[config.mk]
export PLATFORM = sky130hd
export DESIGN_NAME = intel_hex_record_loader
export DESIGN_NICKNAME = d
export VERILOG_FILES = /design/src/rtl/ihrl_pkg.sv /design/src/rtl/ihrl_core.sv /design/src/rtl/intel_hex_record_loader.sv
export SDC_FILE = /design/constraint.sdc
export NUM_CORES = 1
export LEC_CHECK = 0
export BUFFER_PORTS_ARGS = -buffer_cell sky130_fd_sc_hd__clkbuf_2
export CAP_MARGIN = 20
export CORE_ASPECT_RATIO = 0.7
export CORE_MARGIN = 4
export CORE_UTILIZATION = 40
export CTS_CLUSTER_DIAMETER = 150
export DETAILED_ROUTE_END_ITERATION = 7
export GPL_TIMING_DRIVEN = 0
export HOLD_SLACK_MARGIN = 0.02
export MAX_ROUTING_LAYER = met4
export SLEW_MARGIN = 15
export SYNTH_ARGS = -nofsm -noshare
export SYNTH_HDL_FRONTEND = slang
export SYNTH_SLANG_ARGS = --single-unit
[constraint.sdc]
create_clock -name clk -period 8.4 [get_ports clk]
set_input_delay 2.52 -clock clk [delete_from_list [all_inputs] [get_ports clk]]
set_output_delay 2.52 -clock clk [all_outputs]
set_load 0.01 [all_outputs]
[src/rtl/ihrl_pkg.sv]
// Shared types, constants and helpers for the Intel HEX record loader.
`timescale 1ns / 1ps
`default_nettype none
package ihrl_pkg;

  localparam logic [7:0] CHAR_COLON = 8'h3A;
  localparam logic [7:0] CHAR_ZERO  = 8'h30;
  localparam logic [7:0] HEX_ADJUST = 8'd7;

  typedef enum logic [2:0] {
    PH_WAIT  = 3'd0,
    PH_COUNT = 3'd1,
    PH_ADDR  = 3'd2,
    PH_TYPE  = 3'd3,
    PH_DATA  = 3'd4,
    PH_CSUM  = 3'd5,
    PH_DONE  = 3'd6
  } phase_t;

  typedef enum logic {
    KIND_DATA = 1'b0,
    KIND_END  = 1'b1
  } kind_t;

  typedef struct packed {
    kind_t       kind;
    logic [15:0] offset;
    logic [7:0]  data_byte;
    logic [15:0] start_address;
    logic [16:0] span_length;
  } result_t;

  // Lenient digit decode: letters fold down by 7, only the low nibble survives.
  function automatic logic [3:0] hex_digit(input logic [7:0] ch);
    logic [7:0] t;
    t = ch - CHAR_ZERO;
    if (t > 8'd9 && t < 8'd128) begin
      t = t - HEX_ADJUST;
    end
    return t[3:0];
  endfunction

endpackage
`default_nettype wire

[src/rtl/ihrl_core.sv]
// Record parser: field state machine, address tracking and result build.
`timescale 1ns / 1ps
`default_nettype none
module ihrl_core (
  input  wire logic             clk,
  input  wire logic             rst_n,
  input  wire logic             step_en,
  input  wire logic [7:0]       character,
  output logic                  res_valid,
  output ihrl_pkg::result_t     res
);
  import ihrl_pkg::*;

  phase_t      phase_r, phase_nxt;
  logic [2:0]  digit_cnt_r, digit_cnt_nxt;
  logic [15:0] acc_r, acc_nxt;
  logic [7:0]  rec_count_r, rec_count_nxt;
  logic [15:0] rec_addr_r, rec_addr_nxt;
  logic [7:0]  data_idx_r, data_idx_nxt;
  logic [15:0] first_addr_r, first_addr_nxt;
  logic        first_seen_r, first_seen_nxt;
  logic [16:0] high_end_r, high_end_nxt;

  logic [15:0] acc_shift;
  logic [2:0]  cnt_inc;
  logic [2:0]  need;
  logic        field_done;
  logic [16:0] rec_end;
  logic [7:0]  idx_inc;
  result_t     end_res;

  always_comb begin
    acc_shift  = {acc_r[11:0], hex_digit(character)};
    cnt_inc    = digit_cnt_r + 3'd1;
    need       = (phase_r == PH_ADDR) ? 3'd4 : 3'd2;
    field_done = (cnt_inc >= need);
    rec_end    = {1'b0, acc_shift} + {9'd0, rec_count_r};
    idx_inc    = data_idx_r + 8'd1;

    end_res.kind          = KIND_END;
    end_res.offset        = '0;
    end_res.data_byte     = '0;
    end_res.start_address = first_addr_r;
    end_res.span_length   = high_end_r - {1'b0, first_addr_r};

    phase_nxt      = phase_r;
    digit_cnt_nxt  = digit_cnt_r;
    acc_nxt        = acc_r;
    rec_count_nxt  = rec_count_r;
    rec_addr_nxt   = rec_addr_r;
    data_idx_nxt   = data_idx_r;
    first_addr_nxt = first_addr_r;
    first_seen_nxt = first_seen_r;
    high_end_nxt   = high_end_r;
    res_valid      = 1'b0;
    res            = end_res;

    case (phase_r)
      PH_DONE: begin
      end
      PH_WAIT: begin
        if (character == CHAR_COLON) begin
          phase_nxt     = PH_COUNT;
          digit_cnt_nxt = '0;
          acc_nxt       = '0;
        end
      end
      PH_COUNT, PH_ADDR, PH_TYPE, PH_DATA, PH_CSUM: begin
        acc_nxt       = acc_shift;
        digit_cnt_nxt = cnt_inc;
        if (field_done) begin
          digit_cnt_nxt = '0;
          acc_nxt       = '0;
          case (phase_r)
            PH_COUNT: begin
              rec_count_nxt = acc_shift[7:0];
              if (acc_shift[7:0] == 8'd0) begin
                res_valid = 1'b1;
                phase_nxt = PH_DONE;
              end else begin
                phase_nxt = PH_ADDR;
              end
            end
            PH_ADDR: begin
              rec_addr_nxt = acc_shift;
              if (rec_end > high_end_r) begin
                high_end_nxt = rec_end;
              end
              if (!first_seen_r) begin
                first_addr_nxt = acc_shift;
                first_seen_nxt = 1'b1;
              end
              phase_nxt = PH_TYPE;
            end
            PH_TYPE: begin
              if (acc_shift[7:0] != 8'd0) begin
                res_valid = 1'b1;
                phase_nxt = PH_DONE;
              end else begin
                data_idx_nxt = '0;
                phase_nxt    = PH_DATA;
              end
            end
            PH_DATA: begin
              res_valid         = 1'b1;
              res.kind          = KIND_DATA;
              res.offset        = rec_addr_r + {8'd0, data_idx_r} - first_addr_r;
              res.data_byte     = acc_shift[7:0];
              res.start_address = '0;
              res.span_length   = '0;
              data_idx_nxt      = idx_inc;
              if (idx_inc >= rec_count_r) begin
                phase_nxt = PH_CSUM;
              end
            end
            default: begin
              phase_nxt = PH_WAIT;
            end
          endcase
        end
      end
      default: begin
        phase_nxt = PH_DONE;
      end
    endcase
  end

  always_ff @(posedge clk) begin
    if (!rst_n) begin
      phase_r      <= PH_WAIT;
      digit_cnt_r  <= '0;
      acc_r        <= '0;
      rec_count_r  <= '0;
      rec_addr_r   <= '0;
      data_idx_r   <= '0;
      first_addr_r <= '0;
      first_seen_r <= 1'b0;
      high_end_r   <= '0;
    end else if (step_en) begin
      phase_r      <= phase_nxt;
      digit_cnt_r  <= digit_cnt_nxt;
      acc_r        <= acc_nxt;
      rec_count_r  <= rec_count_nxt;
      rec_addr_r   <= rec_addr_nxt;
      data_idx_r   <= data_idx_nxt;
      first_addr_r <= first_addr_nxt;
      first_seen_r <= first_seen_nxt;
      high_end_r   <= high_end_nxt;
    end
  end

endmodule
`default_nettype wire

[src/rtl/intel_hex_record_loader.sv]
// Top level of the Intel HEX record loader: handshakes and result register.
//
//  channel  dir  handshake             payload
//  in_      in   in_valid / in_ready   in_character[7:0]
//  out_     out  out_valid / out_ready out_kind, out_offset, out_data_byte,
//                                      out_start_address, out_span_length
//
// One character is taken per cycle; its result, if any, shows in the
// output register on the next cycle. The parser state updates in the same
// cycle as the transfer. A new character is taken whenever the output
// register is empty or is being drained in that cycle, so a stalled
// output holds the input only while a result is pending. Synchronous
// reset returns the parser to waiting for a colon and empties the output.
`timescale 1ns / 1ps
`default_nettype none
module intel_hex_record_loader (
  input  wire logic        clk,
  input  wire logic        rst_n,
  input  wire logic        in_valid,
  output logic             in_ready,
  input  wire logic [7:0]  in_character,
  output logic             out_valid,
  input  wire logic        out_ready,
  output logic             out_kind,
  output logic [15:0]      out_offset,
  output logic [7:0]       out_data_byte,
  output logic [15:0]      out_start_address,
  output logic [16:0]      out_span_length
);
  import ihrl_pkg::*;

  logic    step_en;
  logic    res_valid;
  result_t res;
  logic    out_valid_r, out_valid_nxt;
  result_t out_res_r;

  assign in_ready = !out_valid_r || out_ready;
  assign step_en  = in_valid && in_ready;

  ihrl_core u_core (
    .clk       (clk),
    .rst_n     (rst_n),
    .step_en   (step_en),
    .character (in_character),
    .res_valid (res_valid),
    .res       (res)
  );

  always_comb begin
    out_valid_nxt = out_valid_r;
    if (out_valid_r && out_ready) begin
      out_valid_nxt = 1'b0;
    end
    if (step_en && res_valid) begin
      out_valid_nxt = 1'b1;
    end
  end

  always_ff @(posedge clk) begin
    if (!rst_n) begin
      out_valid_r <= 1'b0;
    end else begin
      out_valid_r <= out_valid_nxt;
    end
  end

  always_ff @(posedge clk) begin
    if (step_en && res_valid) begin
      out_res_r <= res;
    end
  end

  assign out_valid         = out_valid_r;
  assign out_kind          = out_res_r.kind;
  assign out_offset        = out_res_r.offset;
  assign out_data_byte     = out_res_r.data_byte;
  assign out_start_address = out_res_r.start_address;
  assign out_span_length   = out_res_r.span_length;

endmodule
`default_nettype wire
After elaboration in Yosys (flattened, before gate mapping)
Cells that the tools add are included.
Cells by class
  bitwise operators: 2
  shifts and indexed selects: 0
  add/subtract/negate cells: 8
  magnitude comparators: 5
  equality and inequality tests: 11
  div/mod/pow operators: 0
  reductions and logical operators: 22
  $mul: 0
  mux-type cells: 27
Operators by type and width (number)
  $mux W33: 2
  $mux W58: 1
  $mux W12: 2
  $pmux W12 S2: 1
  $mux W3: 7
  $reduce_and A5 Y1: 4
  $add A16 B8 Y17: 1
  $gt A17 B17 Y1: 1
  $sub A17 B16 Y17: 1
  $add A16 B8 Y16: 1
  $pmux W8 S2: 1
  $sub A16 B16 Y16: 1
  $pmux W3 S4: 1
  $eq A3 B3 Y1 const B: 3
  $pmux W3 S3: 1
  $add A8 B1 Y8 const B: 1
  $eq A8 B6 Y1 const B: 1
  $ge A8 B8 Y1: 1
  $gt A8 B4 Y1 const B: 1
  $logic_not A8 Y1: 1
  $lt A8 B8 Y1 const B: 1
  $mux W8: 1
  $reduce_and A4 Y1: 2
  $reduce_bool A8 Y1: 1
  other kinds (23): 37
Storage, ports and cells
  bits in writable memories: 0
  bits in latches: 0
  register bits: 143
  memories kept: 0
  output and inout port bits: 60
  logic and storage cells: 90
  ROM bits: 0

Longest topological paths before layout
Gate-level depths: netlist of the first run.
  word-level depth: 11
  gate-level depth with buffers: 23
  gate-level depth less buffers: 22

Hierarchy
A second synthesis of the first run with hierarchy kept.
Unflattened totals
  cell total of the unflattened synthesis: 969
  area, all modules: 8627.0 µm²
By module, submodules not included
  ihrl_core: times used 1, cells each 905, area each 6814.0 µm², seq. area each 1681.6 µm²
  intel_hex_record_loader: times used 1, cells each 64, area each 1813.0 µm², seq. area each 1761.7 µm²

Worst setup path after synthesis of the first run
No wires, ideal clock.
  path kind: input to register
  start: input port in_character[0]
  end: register u_core.high_end_r[10]
  setup slack: 1619 ps
  arrival: 6653 ps
  library setup time: 128 ps
  stages on the path: 22
  required time: 8272 ps
  cells stage by stage: inv_1 -> ha_1 -> o21ba_4 -> o221ai_4 -> xnor2_1 -> ha_1 -> inv_1 -> fa_1 -> inv_1 -> a21o_1 -> a41o_1 -> o221a_2 -> nand3_1 -> xnor2_1 -> ha_1 -> nand4_1 -> or4_1 -> o211ai_1 -> a31oi_2 -> buf_2 -> mux2i_1 -> nor2_1
Between the ends
  cells in the longest elaborated chain, start to end: 7
  elaborated cells between the ends (all ways): 9
  those cells by class: add/sub: 3; order compare: 3; mux: 1; reduce/logical: 2
Ends and longest elaborated chain
  start, declared: RTL line intel_hex_record_loader.sv:21  | input wire logic [7:0] in_character,
  $sub A8 B6 Y8 *: RTL line ihrl_pkg.sv:36  | t = ch - CHAR_ZERO;
  $gt A8 B4 Y1 or $lt A8 B8 Y1 (tied branches): RTL line ihrl_pkg.sv:37  | if (t > 8'd9 && t < 8'd128) begin
  $logic_and A1 B1 Y1: RTL line ihrl_pkg.sv:37
  $mux W4 *: RTL line ihrl_pkg.sv:37
  named net u_core.acc_shift[0]: RTL line ihrl_core.sv:24  | logic [15:0] acc_shift;
  $add A16 B8 Y17 *: RTL line ihrl_core.sv:37  | rec_end = {1'b0, acc_shift} + {9'd0, rec_count_r};
  named net u_core.rec_end[12]: RTL line ihrl_core.sv:28  | logic [16:0] rec_end;
  $gt A17 B17 Y1 *: RTL line ihrl_core.sv:86  | if (rec_end > high_end_r) begin
  $reduce_and A5 Y1 (no line) *
  end signal, assigned: RTL line ihrl_core.sv:148  | high_end_r <= high_end_nxt;
  end, declared: RTL line ihrl_core.sv:22  | logic [16:0] high_end_r, high_end_nxt;
The timed path passes the listed nets; every way through them passes the cells marked *.
A chain may end at the register's enable or synchronous reset.

Final worst setup path of the first run
  start: input port in_character[0]
  end: register u_core.high_end_r[15]
The elaborated chain is that of the path after synthesis.

==> results of run 1 <==
[cells by family after synthesis]
kind of cell    Yosys count  synth area share
simple gates            288             0.154
compound gates          194             0.159
flops                   143             0.411
buf+inv                 118            0.0533
fa+ha+maj                90             0.143
xor+xnor                 49            0.0512
mux                      23            0.0275
[worst min-delay path by stage]
stage                                         startpoint                              endpoint  slack (ns)  cells after the start
floorplan           u_core.first_addr_r[10]$_SDFFE_PN0P_  u_core.first_addr_r[10]$_SDFFE_PN0P_        0.44                      2
global placement     u_core.first_addr_r[8]$_SDFFE_PN0P_   u_core.first_addr_r[8]$_SDFFE_PN0P_        0.44                      2
detailed placement     u_core.rec_addr_r[4]$_SDFFE_PN0P_     u_core.rec_addr_r[4]$_SDFFE_PN0P_        0.45                      2
CTS                    u_core.rec_addr_r[4]$_SDFFE_PN0P_     u_core.rec_addr_r[4]$_SDFFE_PN0P_        0.46                      2
global route           u_core.rec_addr_r[4]$_SDFFE_PN0P_     u_core.rec_addr_r[4]$_SDFFE_PN0P_        0.47                      2
finish               u_core.first_addr_r[8]$_SDFFE_PN0P_   u_core.first_addr_r[8]$_SDFFE_PN0P_        0.45                      2
[layer usage]
metal  routed length [um]  track usage  vias to the layer above
met2                 8710        0.267                      204
met3                 1750       0.0513                       20
met4                  183       0.0379                        0
met1                11100        0.285                     3119
met5                    0            -                        -
li1                     -            -                     3332
[critical path: stages]
cell and delay, ns:
clkbuf_2 0.15, inv_1 0.11, ha_1 0.22, o21ba_4 0.23, o221ai_4 0.24, nor2_1 0.06, a21oi_1 0.72, inv_1 0.19
ha_1 0.35, a211oi_1 0.26, o21ai_0 0.19, a21oi_1 0.32, nor2_1 0.09, xor2_1 0.22, ha_1 0.29, nand4_1 0.16
or4_1 0.15, o211ai_1 0.09, a31oi_2 0.60, buf_2 0.43, mux2i_1 0.23, nor2_1 0.05
[placed cells by master (no fill, tap or decap), types with 20 or more instances in the layout]
cell,synthesis,final
nor2_1,112,112
inv_1,91,91
nand2_1,86,85
dfxtp_1,85,85
ha_1,80,80
clkbuf_2,0,70
a21oi_1,61,61
edfxtp_1,58,58
xnor2_1,29,29
o21ai_0,24,24
mux2i_1,23,23
clkbuf_1,22,22
xor2_1,20,20
[power by group through the flow]
stage,sequential [uW],clock [uW],combinational (uW)
CTS,722,728,68.5
floorplan,735,0,44.8
detailed placement,737,0,68.0
global placement,737,0,67.4
finish,722,723,69.0
global route,721,764,77.1
[per-stage QoR]
| stage | hold slack (ns) | cells | instance area [um^2] | setup WS, ns |
|---|---|---|---|---|
| 2_1_floorplan | 0.436 | 905 | 8380 | 1.62 |
| 3_3_place_gp | 0.442 | 1245 | 9070 | 0.419 |
| 3_5_place_dp | 0.447 | 1246 | 9100 | 0.423 |
| 4_1_cts | 0.456 | 1278 | 9660 | 0.843 |
| 5_1_grt | 0.472 | 1278 | 9660 | 0.385 |
| 6_report | 0.455 | 1278 | 9660 | 0.823 |
[final cells by class]
| class | count | area [um^2] |
|---|---|---|
| timing repair buffer | 71 | 378 |
| inverter | 92 | 345 |
| sequential | 143 | 3440 |
| clock inverter | 15 | 129 |
| buffer | 26 | 101 |
| clock buffer | 17 | 425 |
| tap | 270 | 338 |
| multi-input combinational | 644 | 4500 |
| fill | 1999 | 10500 |
[sequential cells by signal, indices dropped and copies added, names as in the netlist]
| signal | flops |
|---|---|
| out_data_byte | 8 |
| out_kind | 1 |
| out_offset | 16 |
| out_span_length | 17 |
| out_start_address | 16 |
| out_valid | 1 |
| u_core.acc_r | 12 |
| u_core.data_idx_r | 8 |
| u_core.digit_cnt_r | 3 |
| u_core.first_addr_r | 16 |
| u_core.first_seen_r | 1 |
| u_core.high_end_r | 17 |
| u_core.phase_r | 3 |
| u_core.rec_addr_r | 16 |
| u_core.rec_count_r | 8 |
==> reports/metrics.yaml, run 1 <==
ir_worst_vdd_v: 0.000145
initial_core_util: 0.415
drive_gt1_frac: 0.124
num_vias: 6675
p_sw_uw: 386
setup.worst_path.end: "u_core.high_end_r[15]$_SDFFE_PN0P_"
yosys.area.top_type: "edfxtp_1"
post_cts_buffers: 0
antenna_found_initial: 0
timing.rr.start: "u_core.rec_count_r[0]$_SDFFE_PN0P_"
synthesis.nets: 1007
status: "complete, no violations"
tightestPinTransition_ns: 1.12
synth_most_common_cell: "nor2_1"
synth_cells: 905
totalWireLength_um: 21800
synthFlopType: "dfxtp_1"
vias_per_cell: 5.22
power.density_nw_per_um2: 157
clk_path_buf_depth: 2
area_growth_pct: 15.3
cts_buffers: 17
antenna_left: 0
synth.area.top_cells: "edfxtp_1 (21%), dfxtp_1 (20%), ha_1 (12%), nor2_1 (5.0%), inv_1 (4.1%)"
fin_crit_ns: 7.58
fmax_ghz: 0.132
dr.first_iter.drc_count: 501
internal_power_uw: 1130
cp-end-kind: "register"
hold_path.class: "register to register"
cts_root_buf: "clkbuf_16"
tns_ns: 0
leakage_uw: 0.00381
synth_cell_types: 66
pwr-share-comb: 0.046
worst-setup-path-type: "input port to register"
clk_latency_ns: 0.43
reg2reg_depth: 17
slew_headroom: 0.242
die_w_um: 181
clk_pin_slew_ns: 0.06
syn_avg_cell_area_um2: 9.26
synth.top_cell.area_share: 0.208
row_count: 43
cts_tree: "built"
required_ns: 8.70
post_cts_resized: 0
finalSetupViolCount: 0
synth-seq-area-share: 0.411
gp_congestion: 0.914
p_clk_frac: 0.478
path_max_fanout: 10
nNetsFinal: 1097
cts_sinks: 143
die_y_um: 129
r2r_slack_ns: 4.17
async_flop_share: 0
antenna_cells: 0
finalHoldViolations: 0
grt_max_degree: 53
power_switching_share: 0.255
yosys_warnings: 0
grt_util_all_layers: 0.193
grt_overflow: 0
utilization: 0.479
rsz0062_at_grt: "no"
drv_slew: 0
grt_pass1_wl_um: 34100
grt_pass1_vias: 6233
fp.dieArea_um2: 23400
pin_count: 72
netlist_area_um2: 8380
cp-start-kind: "input port"
seq_power_share: 0.477
core_area_um2: 20200
min_period_over_period: 0.902
cp.arrival_ns: 7.88
cts_hold_buf: 0
io_buffer_count: 70
r2r_end: "u_core.high_end_r[15]$_SDFFE_PN0P_"
h-tree-depth: 4
synth_edf_count: 58
fin_skew_ns: 0.00765
crit_start: "in_character[0]"
drt_pre_antenna_iters: 5
synth.ff_latch_count: 143
synth_top_cells_by_count: "nor2_1 (112), inv_1 (91), nand2_1 (86)"
total_power_uw: 1510
drc_errors: 0
hpwlAfterDp_um: 16400
wl_per_cell_um: 17.0
maxCapViolCount: 0
Note: power is estimated with default switching activity, not from simulation.
==> inputs of run 2 (changes only) <==
- CTS_BUF_LIST: unset -> sky130_fd_sc_hd__clkbuf_8
==> reports/metrics.yaml, run 2 (same netlist as run 1, synthesis figures left out) <==
cp-start-kind: "input port"
antenna_found_initial: 0  # unchanged
grt_pass1_wl_um: 33900  # -0.45%
crit_chain: "clkbuf_2 > inv_1 > ha_1 > o21ba_4 > o221ai_4 > nor2_1 > a21oi_1 > inv_1 > ha_1 > a211oi_1 > o21ai_0 > a21oi_1 > nor2_1 > xor2_1 > ha_1 > nand4_1 > or4_1 > o211ai_1 > a31oi_2 > buf_2 > mux2i_1 > nor2_1"
num_vias: 6692  # +0.25%
totalWireLength_um: 21600  # -0.54%
layout_common_cells: "nor2_1 (112), inv_1 (91), nand2_1 (85), dfxtp_1 (85), ha_1 (80)"
min_period_over_period: 0.899  # -0.00292
post_cts_buffers: 0  # unchanged
fin_crit_ns: 7.55  # -0.0245 ns
holdWs_ns: 0.458  # +0.00334 ns
finalHoldViolations: 0  # unchanged
leakage_uw: 0.00373  # -2.3%
hpwlAfterDp_um: 16400  # unchanged
cts_buffers: 17  # unchanged
io_buffer_count: 70  # unchanged
final_common_cell: "nor2_1"
post_cts_resized: 0  # unchanged
initial_core_util: 0.415  # unchanged
tightestPinTransition_ns: 1.14  # +0.0223 ns
finalSetupViolCount: 0  # unchanged
die_w_um: 181  # unchanged
setup_slack_ns: 0.848  # +0.0245 ns
clk_path_buf_depth: 2  # unchanged
nNetsFinal: 1097  # unchanged
slowest_stage: "a21oi_1"
drive_gt1_frac: 0.124  # unchanged
grt_pass1_vias: 6205  # -0.45%
cp.arrival_ns: 7.89  # about the same
dp.cells: 1246  # unchanged
drt_pre_antenna_iters: 5  # unchanged
fmax_ghz: 0.132  # +0.32%
vias_per_cell: 5.24  # +0.25%
antenna_cells: 0  # unchanged
grt_max_degree: 53  # unchanged
antenna_left: 0  # unchanged
hp-start: "u_core.first_addr_r[9]$_SDFFE_PN0P_"
grt_overflow: 0  # unchanged
area_growth_pct: 13.0
critPathMaxStageDelay_ns: 0.73  # about the same
core_area_um2: 20200  # unchanged
pre_cts_ws_ns: 0.423  # unchanged
tns_ns: 0  # unchanged
final_cells: 1278  # unchanged
pwr-share-comb: 0.053  # +0.007
cts_root_buf: "clkbuf_8"
path_max_fanout: 10  # unchanged
power.density_nw_per_um2: 139  # -11%
p_sw_uw: 360  # -6.6%
ir_worst_vdd_v: 0.0000915  # -37%
row_count: 43  # unchanged
worst-setup-path-type: "input port to register"
grt_util_all_layers: 0.193  # -0.000748
hold_path.class: "register to register"
drv_slew: 0  # unchanged
slew_headroom: 0.227  # -0.0150
clk_latency_ns: 0.47  # +0.04 ns
pin_count: 72  # unchanged
maxCapViolCount: 0  # unchanged
status: "complete, no violations"
p_clk_frac: 0.398  # -0.080
gp_congestion: 0.914  # unchanged
drc_errors: 0  # unchanged
internal_power_uw: 953  # -15%
power_switching_share: 0.274  # +0.0194
required_ns: 8.73  # +0.03 ns
seq_power_share: 0.549  # +0.072
reg2reg_depth: 17  # unchanged
h-tree-depth: 4  # unchanged
clk_pin_slew_ns: 0.09  # +0.03 ns
cp-end-kind: "register"
r2r_slack_ns: 4.18  # about the same
wl_per_cell_um: 16.9  # -0.54%
rsz0062_at_grt: "no"
dr.first_iter.drc_count: 538  # +7.4%
hold_path_depth: 2  # unchanged
cts_sinks: 143  # unchanged
cts_hold_buf: 0  # unchanged
cts_tree: "built"
die_y_um: 129  # unchanged
r2r_end: "u_core.high_end_r[11]$_SDFFE_PN0P_"
fp.dieArea_um2: 23400  # unchanged
fin_skew_ns: 0.0141  # +0.00648 ns
whs_endpoint: "u_core.first_addr_r[9]$_SDFFE_PN0P_"
timing.rr.start: "u_core.rec_count_r[0]$_SDFFE_PN0P_"
## run 2: power by group through the flow
stage,clock [uW],combinational (uW),sequential [uW]
floorplan,0,44.8,735
global placement,0,67.4,737
detailed placement,0,68.0,737
CTS,534,68.4,721
global route,565,77.1,721
finish,523,69.3,721
## run 2: layer usage
layer	vias up	part of all wire	global-route usage
li1	3332	-	-
met3	21	0.070	0.0452
met4	0	0.012	0.0485
met1	3123	0.53	0.286
met2	216	0.39	0.263
met5	-	0	-
## run 2: final cells by class
cell class | instances | area (um^2)
Tap cell | 270 | 338
Sequential cell | 143 | 3440
Clock inverter | 15 | 129
Timing Repair Buffer | 71 | 378
Multi-Input combinational cell | 644 | 4500
Inverter | 92 | 345
Clock buffer | 17 | 234
Buffer | 26 | 101
Fill cell | 2008 | 10700
## run 2: how the worst max path moves through the flow
| stage | start | to | slack, ns | cells after the start |
|---|---|---|---|---|
| floorplan | in_character[0] | u_core.high_end_r[10]$_SDFFE_PN0P_ | 1.62 | 22 |
| global placement | in_character[0] | u_core.high_end_r[6]$_SDFFE_PN0P_ | 0.42 | 23 |
| detailed placement | in_character[0] | u_core.high_end_r[15]$_SDFFE_PN0P_ | 0.42 | 22 |
| CTS | in_character[0] | u_core.high_end_r[15]$_SDFFE_PN0P_ | 0.90 | 23 |
| global route | in_character[0] | u_core.high_end_r[15]$_SDFFE_PN0P_ | 0.43 | 22 |
| finish | in_character[0] | u_core.high_end_r[11]$_SDFFE_PN0P_ | 0.85 | 22 |
## run 2: worst max-delay path, delay by kind of cell
kind,cells,cell delay [ns]
fa+ha+maj,3,0.86
simple gates,5,0.49
compound gates,8,2.66
xor+xnor,1,0.23
mux,1,0.22
buf+inv,4,0.88
## run 2: per-stage QoR
stage / utilization / total power [uW] / area, um^2
2_1_floorplan: - / 780 / 8380
3_3_place_gp: 0.449 / 804 / 9070
3_5_place_dp: 0.451 / 805 / 9100
4_1_cts: 0.469 / 1320 / 9460
5_1_grt: 0.469 / 1360 / 9470
6_report: 0.469 / 1310 / 9470
==> inputs of run 3 (changes only) <==
- BUFFER_PORTS_ARGS: -buffer_cell sky130_fd_sc_hd__clkbuf_2 -> -buffer_cell sky130_fd_sc_hd__buf_2
- clock period: 8.4 -> 6.9 ns (I/O delays scaled with it)
==> reports/metrics.yaml, run 3 (same netlist as run 1, synthesis figures left out) <==
status: "complete, no violations"
utilization: 0.474  # +0.00422
core_area_um2: 20200  # unchanged
clk_latency_ns: 0.47  # about the same
fin_area_um2: 9560  # +0.90%
tightestPinTransition_ns: 0.843  # -0.301 ns
total_power_uw: 1620  # +24%
die_y_um: 129  # unchanged
whs_endpoint: "u_core.first_addr_r[12]$_SDFFE_PN0P_"
fmax_ghz: 0.152
antenna_found_initial: 0  # unchanged
timing.rr.start: "u_core.rec_count_r[0]$_SDFFE_PN0P_"
row_count: 43  # unchanged
fin_skew_ns: 0.0135  # -0.000593 ns
place_area_um2: 9100  # unchanged
hold_path_depth: 2  # unchanged
drive_gt1_frac: 0.131  # +0.00669
critPathMaxStageDelay_ns: 0.57  # -0.16 ns
crit_top_cell: "inv_1"
antenna_left: 0  # unchanged
drt_pre_antenna_iters: 6  # +1
finalHoldViolations: 0  # unchanged
num_vias: 6713  # +0.31%
clk_pin_slew_ns: 0.09  # about the same
cts_root_buf: "clkbuf_8"
cp.arrival_ns: 6.93  # -0.96 ns
h-tree-depth: 4  # unchanged
io_buffer_count: 70  # unchanged
area_growth_pct: 14.1
dp.cells: 1246  # unchanged
drc_errors: 0  # unchanged
maxCapViolCount: 0  # unchanged
cp.depth: 23  # +4.5%
r2r_slack_ns: 2.84  # -1.34 ns
pre_cts_ws_ns: -0.594  # -1.02 ns
totalWireLength_um: 21700  # +0.20%
path_max_fanout: 10  # unchanged
slew_headroom: 0.436  # +0.209
cts_buffers: 17  # unchanged
drv_slew: 0  # unchanged
rsz0062_at_grt: "no"
dr.first_iter.drc_count: 484  # -10%
crit_chain: "buf_2 > inv_1 > ha_1 > o21ba_4 > o221ai_4 > xnor2_4 > ha_2 > inv_1 > fa_1 > inv_1 > a21o_1 > a41o_1 > o221a_2 > nand3_1 > xnor2_1 > ha_1 > nand4_1 > or4_1 > o211ai_1 > a31oi_4 > buf_6 > mux2i_1 > nor2_1"
layout_common_cells: "nor2_1 (112), inv_1 (91), nand2_1 (85), dfxtp_1 (85), ha_1 (79)"
cp-start-kind: "input port"
cp_top_family: "compound AO/OA/AOI/OAI gates"
final_cells: 1280  # +0.16%
grt_util_all_layers: 0.194  # +0.00121
min_period_over_period: 0.955
antenna_cells: 0  # unchanged
finalSetupViolCount: 0  # unchanged
clk_path_buf_depth: 2  # unchanged
critPathBufInv: 5  # +1
fin_crit_ns: 6.59
pin_count: 72  # unchanged
cts_sinks: 143  # unchanged
required_ns: 7.24  # -1.49 ns
reg2reg_depth: 17  # unchanged
final_common_cell: "nor2_1"
worst-setup-path-type: "input port to register"
met3WireLength_um: 1280  # -15%
vias_per_cell: 5.24  # +0.16%
initial_core_util: 0.415  # unchanged
fp.dieArea_um2: 23400  # unchanged
hold_path.class: "register to register"
wl_per_cell_um: 16.9  # about the same
cts_hold_buf: 0  # unchanged
wl_met1_um: 11500  # +0.98%
met2_length_um: 8680  # +2.0%
leakage_uw: 0.00371  # -0.49%
grt_pass1_wl_um: 34200  # +0.65%
hpwlAfterDp_um: 16400  # +0.24%
cts_tree: "built"
grt_max_degree: 53  # unchanged
grt_overflow: 0  # unchanged
die_w_um: 181  # unchanged
setup_slack_ns: 0.309  # -0.539 ns
slowest_stage: "or4_1"
gp_congestion: 0.909  # -0.57%
r2r_end: "u_core.high_end_r[6]$_SDFFE_PN0P_"
top_layer_used: "met4"
power.density_nw_per_um2: 170  # +22%
grt_pass1_vias: 6241  # +0.58%
nNetsFinal: 1099  # +0.18%
ir_worst_vdd_v: 0.000108  # +18%
cp-end-kind: "register"
hp-start: "u_core.first_addr_r[12]$_SDFFE_PN0P_"
==> run 3: cell types whose count changed in the layout (fill, tap and decap cells not counted), moves of 2 or more <==
cell | previous run | this run
buf_2 | 3 | 72
clkinv_2 | 2 | 0
inv_8 | 1 | 3
buf_4 | 0 | 2
a21oi_1 | 61 | 59
clkbuf_2 | 70 | 0
==> run 3: worst max path at each step <==
stage / to / from
after global placement: u_core.high_end_r[15]$_SDFFE_PN0P_ / in_character[0]
after CTS: u_core.high_end_r[6]$_SDFFE_PN0P_ / in_character[0]
after floorplan: u_core.high_end_r[10]$_SDFFE_PN0P_ / in_character[0]
after global routing: u_core.high_end_r[13]$_SDFFE_PN0P_ / in_character[0]
final: u_core.high_end_r[6]$_SDFFE_PN0P_ / in_character[0]
after detailed placement: u_core.high_end_r[6]$_SDFFE_PN0P_ / in_character[0]
==> run 3: final cells by class <==
| type | instances | area [um^2] |
|---|---|---|
| sequential | 143 | 3440 |
| buffer | 26 | 108 |
| tap | 270 | 338 |
| fill | 1981 | 10600 |
| clock inverter | 15 | 140 |
| clock buffer | 17 | 234 |
| multi-input combinational | 644 | 4550 |
| timing repair buffer | 73 | 393 |
| inverter | 92 | 345 |
==> run 3: per-layer routing <==
| layer | up-vias | track usage |
|---|---|---|
| li1 | 3327 | - |
| met1 | 3186 | 0.291 |
| met2 | 180 | 0.265 |
| met3 | 20 | 0.0407 |
| met4 | 0 | 0.0481 |
| met5 | - | - |
==> run 3: repair_timing <==
action / 4_1_cts / 5_1_grt
setup endpoints to repair: 9 / 17
buffers inserted: 0 / 1
hold endpoints to repair: 0 / 0
pin swaps: 0 / 1
gates resized for setup: 2 / 10
==> run 3: report_power, final <==
part           internal, uW  switching [uW]  leakage, uW
clock network           265             389     0.000183
registers               873            4.21      0.00118
logic                  31.0            60.5      0.00235
==> run 3: worst min-delay path, stage by stage, from the launching register on <==
cell     delay [ns]
dfxtp_1        0.32
nand2_1        0.05
a21oi_1        0.05
==> run 3: through the flow <==
stage | hold slack (ns) | TNS (ns)
after floorplan | 0.436 | 0
after detailed placement | 0.446 | -7.34
after global routing | 0.473 | 0
after CTS | 0.459 | 0
final | 0.458 | 0
after global placement | 0.442 | -9.16
